### config.mk
export PLATFORM = sky130hd
export DESIGN_NAME = bc1_bc2_bc3_block_decoder
export DESIGN_NICKNAME = d
export VERILOG_FILES = /design/src/rtl/bcd_pkg.sv /design/src/rtl/bcd_lane.sv /design/src/rtl/bcd_alpha.sv /design/src/rtl/bcd_emit.sv /design/src/rtl/bc1_bc2_bc3_block_decoder.sv
export SDC_FILE = /design/constraint.sdc
export NUM_CORES = 2
export LEC_CHECK = 0
export BUFFER_PORTS_ARGS = -buffer_cell sky130_fd_sc_hd__clkbuf_2
export CORE_MARGIN = 2
export CORE_UTILIZATION = 38
export CTS_CLUSTER_DIAMETER = 100
export DETAILED_ROUTE_END_ITERATION = 7
export GPL_TIMING_DRIVEN = 0
export SLEW_MARGIN = 15
export SYNTH_ARGS = -nofsm -noshare
export SYNTH_HDL_FRONTEND = slang
export SYNTH_SLANG_ARGS = --single-unit
### constraint.sdc
create_clock -name clock -period 14.7 [get_ports clock]
set_input_delay 2.205 -clock clock [delete_from_list [all_inputs] [get_ports clock]]
set_output_delay 2.205 -clock clock [all_outputs]
set_load 0.02 [all_outputs]
### src/rtl/bcd_pkg.sv
`default_nettype none
package bcd_pkg;

   localparam int unsigned CoordBits = 14;

   localparam logic [1:0] FMT_BC1 = 2'd0;
   localparam logic [1:0] FMT_BC2 = 2'd1;
   localparam logic [1:0] FMT_BC3 = 2'd2;

   localparam logic REG_FORMAT = 1'b0;
   localparam logic REG_WIDTH  = 1'b1;

   localparam logic [14:0] WIDTH_RESET = 15'd16384;

   typedef struct packed {
      logic [CoordBits-1:0] block_x;
      logic [CoordBits-1:0] block_y;
      logic [63:0]          block_low;
      logic [63:0]          block_high;
   } req_type;

   typedef struct packed {
      logic [CoordBits-1:0] pixel_x;
      logic [CoordBits-1:0] pixel_y;
      logic [31:0]          rgba;
      logic                 last;
   } rsp_type;

   // Palette and alpha table of one block, held while its pixels stream out.
   typedef struct packed {
      logic [3:0][7:0] pal_r;
      logic [3:0][7:0] pal_g;
      logic [3:0][7:0] pal_b;
      logic [7:0][7:0] alpha_tab;
      logic [1:0]      fmt;
      logic [63:0]     low;
      logic [31:0]     idx;
      logic [CoordBits-1:0] bx;
      logic [CoordBits-1:0] by;
      logic [3:0]      keep;
   } blk_type;

   // 5-bit and 6-bit widening with rounding: t = v * 255 + half, then (t + t / 2^n) / 2^n.
   function automatic logic [7:0] widen5(input logic [4:0] v);
      logic [12:0] t;
      logic [12:0] s;
      t = ({v, 8'd0} - 13'(v)) + 13'd16;
      s = t + 13'(t[12:5]);
      widen5 = s[12:5];
   endfunction

   function automatic logic [7:0] widen6(input logic [5:0] v);
      logic [13:0] t;
      logic [13:0] s;
      t = ({v, 8'd0} - 14'(v)) + 14'd32;
      s = t + 14'(t[13:6]);
      widen6 = s[13:6];
   endfunction

   // Division of a sum up to 765, 1275 or 1785 by 3, 5 or 7 through reciprocal multiplies.
   function automatic logic [7:0] div3(input logic [9:0] v);
      logic [21:0] p;
      p = 22'(v) * 22'd1366;
      div3 = p[19:12];
   endfunction

   function automatic logic [7:0] div5(input logic [10:0] v);
      logic [24:0] p;
      p = 25'(v) * 25'd3277;
      div5 = p[21:14];
   endfunction

   function automatic logic [7:0] div7(input logic [10:0] v);
      logic [24:0] p;
      p = 25'(v) * 25'd2341;
      div7 = p[21:14];
   endfunction

endpackage
`default_nettype wire

### src/rtl/bcd_lane.sv
`default_nettype none
// One colour lane: endpoints, then two blends or a midpoint and zero.
module bcd_lane (
   input  wire logic [7:0]      e0,
   input  wire logic [7:0]      e1,
   input  wire logic            four_mode,
   output logic      [3:0][7:0] pal
);
   always_comb begin
      pal[0] = e0;
      pal[1] = e1;
      if (four_mode) begin
         pal[2] = bcd_pkg::div3(10'({e0, 1'b0}) + 10'(e1));
         pal[3] = bcd_pkg::div3(10'(e0) + 10'({e1, 1'b0}));
      end else begin
         pal[2] = 8'((9'(e0) + 9'(e1)) >> 1);
         pal[3] = 8'd0;
      end
   end
endmodule
`default_nettype wire

### src/rtl/bcd_alpha.sv
`default_nettype none
// Eight-entry BC3 alpha table, one lane per code.
module bcd_alpha (
   input  wire logic [7:0]      a0,
   input  wire logic [7:0]      a1,
   output logic      [7:0][7:0] tab
);
   always_comb begin
      tab[0] = a0;
      tab[1] = a1;
      for (int c = 2; c < 8; c++) begin
         if (a0 > a1) begin
            tab[c] = bcd_pkg::div7(11'((8 - c) * a0) + 11'((c - 1) * a1));
         end else if (c == 6) begin
            tab[c] = 8'd0;
         end else if (c == 7) begin
            tab[c] = 8'd255;
         end else begin
            tab[c] = bcd_pkg::div5(11'((6 - c) * a0) + 11'((c - 1) * a1));
         end
      end
   end
endmodule
`default_nettype wire

### src/rtl/bcd_emit.sv
`default_nettype none
// Pixel stepper: walks the held block and emits the kept pixels in order.
module bcd_emit (
   input  wire logic              clock,
   input  wire logic              reset,
   input  wire logic              load,
   input  wire bcd_pkg::blk_type  blk_in,
   output logic                   busy,
   output logic                   rsp_valid,
   input  wire logic              rsp_ready,
   output bcd_pkg::rsp_type       rsp_data
);
   bcd_pkg::blk_type blk_ff;
   logic [3:0] k_ff, k_in;
   logic       act_ff, act_in;
   logic [1:0] col;
   logic [1:0] row;
   logic       kept;
   logic       more;
   logic [1:0] code;
   logic [7:0] alpha;
   logic [3:0] amask;
   logic [2:0] acode;

   assign col  = k_ff[1:0];
   assign row  = k_ff[3:2];
   assign kept = blk_ff.keep[col];
   assign code = blk_ff.idx[{k_ff, 1'b0} +: 2];
   assign amask = blk_ff.low[{k_ff, 2'b00} +: 4];
   assign acode = blk_ff.low[6'd16 + 6'(k_ff) * 6'd3 +: 3];

   // Whether a kept pixel follows the current one within the block.
   always_comb begin
      more = 1'b0;
      for (int c = 0; c < 4; c++) begin
         if (c > col && blk_ff.keep[c]) more = 1'b1;
      end
      if (row != 2'd3 && blk_ff.keep != 4'd0) more = 1'b1;
   end

   always_comb begin
      if (blk_ff.fmt[1]) begin
         alpha = blk_ff.alpha_tab[acode];
      end else if (blk_ff.fmt[0]) begin
         alpha = {amask, amask};
      end else begin
         alpha = 8'd255;
      end
   end

   assign rsp_valid = act_ff && kept;
   assign busy = act_ff && !(rsp_valid && rsp_ready && !more);
   assign rsp_data.pixel_x = blk_ff.bx + bcd_pkg::CoordBits'(col);
   assign rsp_data.pixel_y = blk_ff.by + bcd_pkg::CoordBits'(row);
   assign rsp_data.rgba = {alpha, blk_ff.pal_b[code], blk_ff.pal_g[code], blk_ff.pal_r[code]};
   assign rsp_data.last = !more;

   always_comb begin
      act_in = act_ff;
      k_in = k_ff;
      if (load) begin
         act_in = blk_in.keep != 4'd0;
         k_in = 4'd0;
      end else if (act_ff && (!kept || rsp_ready)) begin
         if (kept && !more) begin
            act_in = 1'b0;
         end
         k_in = k_ff + 4'd1;
      end
   end

   always_ff @(posedge clock) begin
      if (reset) begin
         act_ff <= 1'b0;
         k_ff <= 4'd0;
      end else begin
         act_ff <= act_in;
         k_ff <= k_in;
      end
      if (load) blk_ff <= blk_in;
   end
endmodule
`default_nettype wire

### src/rtl/bc1_bc2_bc3_block_decoder.sv
`default_nettype none
// Channel | Ports      | Carries
// request | req_*      | one compressed block and its position
// result  | rsp_*      | one RGBA pixel
// config  | csr_*      | register index and data
// A block is decoded into palette registers as it is taken, then the pixel stepper visits
// its sixteen positions in order, one a cycle while the result side does not stall,
// emitting the kept ones; it stops at the last kept pixel.
// The next block is taken in the cycle its last pixel is accepted.
// Reset is synchronous; it clears the control state and loads format BC1 and width 16384.
// Stalls on the result side hold the current pixel.
module bc1_bc2_bc3_block_decoder (
   input  wire logic              clock,
   input  wire logic              reset,
   input  wire logic              req_valid,
   output logic                   req_ready,
   input  wire bcd_pkg::req_type  req_data,
   output logic                   rsp_valid,
   input  wire logic              rsp_ready,
   output bcd_pkg::rsp_type       rsp_data,
   input  wire logic              csr_valid,
   output logic                   csr_ready,
   input  wire logic              csr_index,
   input  wire logic [14:0]       csr_data
);
   logic [1:0]  fmt_ff, fmt_in;
   logic [14:0] width_ff, width_in;
   logic        busy;
   logic        load;
   logic        is1;
   logic [63:0] cb;
   logic [15:0] c0, c1;
   bcd_pkg::blk_type blk;

   assign csr_ready = 1'b1;
   assign req_ready = !busy;
   assign load = req_valid && req_ready;

   always_comb begin
      fmt_in = fmt_ff;
      width_in = width_ff;
      if (csr_valid) begin
         case (csr_index)
            bcd_pkg::REG_FORMAT: fmt_in = csr_data[1:0];
            bcd_pkg::REG_WIDTH:  width_in = csr_data;
            default: ;
         endcase
      end
   end

   always_ff @(posedge clock) begin
      if (reset) begin
         fmt_ff <= bcd_pkg::FMT_BC1;
         width_ff <= bcd_pkg::WIDTH_RESET;
      end else begin
         fmt_ff <= fmt_in;
         width_ff <= width_in;
      end
   end

   assign is1 = !fmt_ff[1] && !fmt_ff[0];
   assign cb = is1 ? req_data.block_low : req_data.block_high;
   assign c0 = cb[15:0];
   assign c1 = cb[31:16];

   bcd_lane u_red (
      .e0(bcd_pkg::widen5(c0[15:11])), .e1(bcd_pkg::widen5(c1[15:11])),
      .four_mode(!is1 || c0 > c1), .pal(blk.pal_r));
   bcd_lane u_green (
      .e0(bcd_pkg::widen6(c0[10:5])), .e1(bcd_pkg::widen6(c1[10:5])),
      .four_mode(!is1 || c0 > c1), .pal(blk.pal_g));
   bcd_lane u_blue (
      .e0(bcd_pkg::widen5(c0[4:0])), .e1(bcd_pkg::widen5(c1[4:0])),
      .four_mode(!is1 || c0 > c1), .pal(blk.pal_b));
   bcd_alpha u_alpha (
      .a0(req_data.block_low[7:0]), .a1(req_data.block_low[15:8]), .tab(blk.alpha_tab));

   always_comb begin
      blk.fmt = fmt_ff;
      blk.low = req_data.block_low;
      blk.idx = cb[63:32];
      blk.bx = req_data.block_x;
      blk.by = req_data.block_y;
      for (int c = 0; c < 4; c++) begin
         blk.keep[c] = 15'(req_data.block_x) + 15'(c) < width_ff;
      end
   end

   bcd_emit u_emit (
      .clock(clock), .reset(reset), .load(load), .blk_in(blk), .busy(busy),
      .rsp_valid(rsp_valid), .rsp_ready(rsp_ready), .rsp_data(rsp_data));
endmodule
`default_nettype wire

* Word-level counts from Yosys, hierarchy flattened
Cells that the tools add are included.
Storage, ports and cells: bits in registers 312, output and inout bits 64, logic and storage cells 170
Operators by class: add/subtract/negate cells 44, multipliers 23, magnitude comparators 12, eq/ne operators 1, shift-type cells 3, muxes and demuxes 27, bitwise logic cells 1, reduce and logical (&&, ||, !) cells 29
Operators with widths (count):
- 11-bit by 12-bit multiplier with 22-bit output (second input constant) | 10
- 10-bit by 10-bit multiplier with 19-bit output (second input constant) | 6
- 8-bit two-way mux | 13
- 64-bit two-way mux | 1
- 64-bit by 7-bit variable part select with 3-bit output | 1
- 64-bit by 7-bit variable part select with 4-bit output | 1
- 13-bit by 5-bit adder with 13-bit output (second input constant) | 4
- 13-bit by 8-bit adder with 13-bit output | 4
- 13-bit by 5-bit subtractor with 13-bit output | 4
- 8-bit binary-select mux with 2-bit select | 3
- 15-bit less-than comparator | 3
- 2-bit by 8-bit multiplier with 10-bit output (first input constant) | 4
- 32-bit by 6-bit variable part select with 2-bit output | 1
- 14-bit by 2-bit adder with 15-bit output (second input constant) | 2
- 8-bit by 9-bit adder with 10-bit output | 3
- 9-bit by 8-bit adder with 10-bit output | 3
- 14-bit by 2-bit adder with 14-bit output | 2
- 14-bit by 6-bit adder with 14-bit output (second input constant) | 2
- 14-bit by 8-bit adder with 14-bit output | 2
- 14-bit by 6-bit subtractor with 14-bit output | 2
- 8-bit by 8-bit adder with 9-bit output | 3
- 8-bit binary-select mux with 3-bit select | 1
- 10-bit by 10-bit adder with 11-bit output | 2
- 3-bit by 8-bit multiplier with 11-bit output (first input constant) | 2
- 30 further kinds | 61

* Longest topological paths before layout
word-level depth 14, gate-level depth with buffers 47, gate-level depth less buffers 44

* By module
A second synthesis with hierarchy kept.
Unflattened totals: cells, all modules 5463, area, all modules 54399.7 µm²
Modules (own cells, without submodules):
- bcd_alpha | instances 1, cells an instance 2321, area each 21232.9 µm², sequential area each 0.0 µm²
- bcd_emit | instances 1, cells an instance 717, area each 13352.8 µm², sequential area each 8808.4 µm²
- bcd_lane (u_blue ...) | instances 2, cells an instance 495, area each 4411.7 µm², sequential area each 0.0 µm²
- bc1_bc2_bc3_block_decoder | instances 1, cells an instance 945, area each 6601.3 µm², sequential area each 340.3 µm²
- bcd_lane (u_red) | instances 1, cells an instance 490, area each 4389.2 µm², sequential area each 0.0 µm²

* Least setup slack after synthesis
OpenSTA, ideal clock, no wires.
path type input to register, start point input port req_data[64] (netlist bit), end point register u_emit.blk_ff[217] (netlist bit), data pin, library setup time 0.158 ns, arrival 11.515 ns, setup slack 3.026 ns, stages 43, path buffers 0, path through or3b_2 -> and2_1 -> ha_1 -> nor2b_1 -> inv_1 -> ha_1 -> xnor2_1 -> ha_1 -> o2111ai_1 -> a21oi_1 -> o211ai_1 -> a21boi_0 -> nor2_1 -> ha_1 -> fa_1 -> a21o_1 -> a21oi_1 -> nand2b_1 -> (+7 left out) -> fa_1 -> inv_1 -> fa_1 -> inv_1 -> fa_1 -> inv_1 -> ha_1 -> a21o_1 -> a21oi_1 -> a21oi_1 -> and4_1 -> o2111ai_1 -> a31oi_1 -> o41ai_1 -> o2111ai_1 -> a21oi_1 -> xnor3_1 -> a22oi_1
RTL lines:
- start, declared | line bc1_bc2_bc3_block_decoder.sv:17 | input wire bcd_pkg::req_type req_data,
- end signal, assigned | line bcd_emit.sv:80 | if (load) blk_ff <= blk_in;
- end, declared | line bcd_emit.sv:13 | bcd_pkg::blk_type blk_ff;

==> impl_metrics.yaml <==
synth:
  sequential_share_of_the_synthesized_area: 0.164
  edff_count_synth: 274
  yosysMostFrequentCell: "sky130_fd_sc_hd__ha_1"
  synth_ff_type: "sky130_fd_sc_hd__edfxtp_1"
  syn_area_per_cell_sq_um: 10.0
  synthesis.instances: 5285
  synth_fp_nets: 7120
  leading_post_synthesis_cells_by_instance_count: "sky130_fd_sc_hd__ha_1, sky130_fd_sc_hd__inv_1, sky130_fd_sc_hd__fa_1"
  synthArstFlopShare: 0
  synth.top_cells.by_area: "sky130_fd_sc_hd__ha_1, sky130_fd_sc_hd__edfxtp_1, sky130_fd_sc_hd__fa_1"
  synth.ff_latch_count: 296
  post-synth-top-area-cell: "sky130_fd_sc_hd__ha_1"
  synthDominantCellAreaShare: 0.303
  ys_types: 105
  count_of_warnings_emitted_by_yosys: 0
  synthesis.area_sq_um: 53000
detailed_routing:
  route.detailed.wl_per_inst_um: 19.4
  vias_per_cell: 5.31
  wl_um: 144000
  detail_route.first_pass.iterations: 7
  routed-via-count: 39254
  drt_iter0_drc: 2133
  ant_nets: 0
  drc: 0
place:
  port_buffers: 238
  detailed_place_hpwl_um: 122000
  place_congestion: 0.925
critical_path:
  timing.setup.critical_path_class: "in -> reg"
  cpMostUsedCell: "sky130_fd_sc_hd__ha_1"
  worst-r2r-cell-count: 45
  worstPathMaxFanout: 18
  timing.critical_path.from_type: "primary input"
  crit-reg2reg-capture: "u_emit.blk_ff[217]"
  timing.critical_path.max_delay_family: "adder cells"
  timing.critical_path.slowest_cell_delay_ns: 0.56
  endpoint_kind: "flop"
  slowest_stage: "sky130_fd_sc_hd__mux2i_1"
  rrSetupSlack_ns: 2.04
  req_time_crit_path_ns: 15.10
  r2r-start: "fmt_ff[0]"
  critical_path.n_buffers_inverters: 7
  critPathArrivalTime_ns: 13.95
clock_network:
  root_buffer: "sky130_fd_sc_hd__clkbuf_16"
  clk_transition_reported_paths_ns: 0.07
  clock_insertion_delay_worst_skew_ns: 0.57
  numClockSinks: 296
  numCtsBuffers: 35
  cts.hold.buffers_added: 0
  ctsHtreeMaxLevel: 2
  tritoncts: "yes"
  postCtsSetupBuffers: 0
  cts_max_path_buffers: 3
sta:
  timing.final.crit_period_ns: 13.55
  timing.final.hold_violations: 0
  setup_repair_after_global_routing_missed_its_margin: "no"
  timing.final.crit_share: 0.922
  setup-violations-final: 0
  maximum_operating_frequency_mhz: 73.8
  final.setup_skew_ns: 0.0274
  timing.slew.headroom: 0.301
  worst-slew-pin-transition_ns: 1.04
  worst_hold_slack_ns: 0.459
  finalMaxSlewViolations: 0
min_path:
  hold_wc_path_type: "reg -> reg"
  holdCritStartpoint: "width_ff[4]"
  hold_end: "width_ff[4]"
  hold-path-cell-count: 2
global_routing:
  globalRouteTotalUtil: 0.203
  grt_pass1_vias: 40384
  grt_max_degree: 62
  globalRoute.totalOverflow: 0
  grt_pass1_wl_um: 226000
  antenna_found_initial: 17
die:
  floorplan.die.width_um: 377
  floorplan.io_pins: 241
  initial_core_util: 0.384
  placeableCoreArea_sq_um: 138000
  design.die.area_sq_um: 142000
  die_height_um: 377
  placement_rows: 136
layout:
  share_of_cells_above_drive_strength_1: 0.0901
  areaGrowthSynthToFinish_pct: 9.11
  final.fill_count: 13357
  finish.net_count: 7403
flow_run:
  cap_viol_max_count: 0
outcome:
  outcome: "complete, no violations"
==> per-layer routing <==
layer	GRT usage	wire, um
met5	0	150
met4	0.0528	3980
met3	0.0325	8060
met2	0.338	65700
met1	0.275	65800
==> sequential cells by signal (all words and copies together) (netlist names) <==
| signal | count |
|---|---|
| fmt_ff | 2 |
| u_emit.act_ff | 1 |
| u_emit.blk_ff | 274 |
| u_emit.k_ff | 4 |
| width_ff | 15 |
==> worst max path at each step <==
| stage | cells after the start | endpoint | startpoint | slack [ns] |
|---|---|---|---|---|
| 2_1_floorplan | 43 | u_emit.blk_ff[217] | req_data[64] | 3.03 |
| 6_report | 43 | u_emit.blk_ff[217] | req_data[65] | 1.15 |
| 3_3_place_gp | 14 | u_emit.k_ff[0] | u_emit.k_ff[0] | -0.59 |
| 4_1_cts | 44 | u_emit.blk_ff[217] | req_data[64] | 0.63 |
| 3_5_place_dp | 44 | u_emit.blk_ff[217] | req_data[64] | 0.10 |
| 5_1_grt | 43 | u_emit.blk_ff[217] | req_data[65] | 0.25 |
==> stage by stage <==
| stage | setup slack, ns | utilization | instances | TNS [ns] | instance area, sq um |
|---|---|---|---|---|---|
| after floorplan | 3.03 | - | 5285 | 0 | 53000 |
| after global placement | -0.585 | 0.409 | 7317 | -37.15 | 56400 |
| after detailed placement | 0.103 | 0.410 | 7325 | 0 | 56600 |
| after CTS | 0.631 | 0.419 | 7388 | 0 | 57800 |
| after global routing | 0.255 | 0.419 | 7393 | 0 | 57800 |
| final | 1.15 | 0.419 | 7393 | 0 | 57800 |
==> repair_timing <==
item | 4_1_cts | 5_1_grt
hold endpoints to repair | 0 | 0
setup endpoints to repair | 0 | 3
gates resized for setup | 0 | 3
==> layout make-up <==
| cell class | instances | area, sq um | share of cell area |
|---|---|---|---|
| diodes | 5 | 12.5 | 0.000217 |
| plain buffers | 89 | 377 | 0.00652 |
| clock buffers | 39 | 912 | 0.0158 |
| clock inverters | 24 | 273 | 0.00472 |
| inverters | 864 | 3250 | 0.0562 |
| multi-input cells | 4036 | 40700 | 0.704 |
| flip-flops and latches | 296 | 8670 | 0.150 |
| well taps | 1794 | 2240 | 0.0388 |
| repair buffers | 246 | 1360 | 0.0235 |
==> placed cells by master, fill, tap and decap left out, types with 24 or more instances in the layout <==
master,n
sky130_fd_sc_hd__a211oi_1,27
sky130_fd_sc_hd__mux2i_1,96
sky130_fd_sc_hd__nand3_1,60
sky130_fd_sc_hd__inv_1,859
sky130_fd_sc_hd__nor2_1,242
sky130_fd_sc_hd__clkbuf_16,36
sky130_fd_sc_hd__xor2_1,135
sky130_fd_sc_hd__ha_1,1283
sky130_fd_sc_hd__mux4_2,101
sky130_fd_sc_hd__clkbuf_1,55
sky130_fd_sc_hd__nand4_1,26
sky130_fd_sc_hd__and2_1,27
sky130_fd_sc_hd__a21oi_1,268
sky130_fd_sc_hd__o21bai_1,65
sky130_fd_sc_hd__nand2_1,271
sky130_fd_sc_hd__nand2b_1,28
sky130_fd_sc_hd__nor2b_1,35
sky130_fd_sc_hd__fa_1,375
sky130_fd_sc_hd__a31oi_1,24
sky130_fd_sc_hd__clkbuf_2,237
sky130_fd_sc_hd__o21a_1,67
sky130_fd_sc_hd__nor3_1,87
sky130_fd_sc_hd__or3_1,25
sky130_fd_sc_hd__xnor2_1,251
sky130_fd_sc_hd__and3_1,35
sky130_fd_sc_hd__edfxtp_1,274
sky130_fd_sc_hd__o21ai_0,118
sky130_fd_sc_hd__a21o_1,87
==> kinds of logic after synthesis <==
group / share of synthesized area
AO/OA/AOI/OAI: 0.105
XOR/XNOR: 0.0687
adder cells (fa/ha/maj): 0.446
buffers and inverters: 0.0684
flip-flops: 0.164
multiplexers: 0.0635
other: 0.0000708
AND/OR/NAND/NOR: 0.0843
==> worst min-delay path, cell delays in order, from the launching register on <==
cell and delay [ns]:
sky130_fd_sc_hd__dfxtp_1 0.31, sky130_fd_sc_hd__nand2_1 0.05, sky130_fd_sc_hd__a21oi_1 0.05
Power is left out: the tool's default activity adds up to more than one toggle a clock period on the data nets, which glitch-free logic cannot reach.
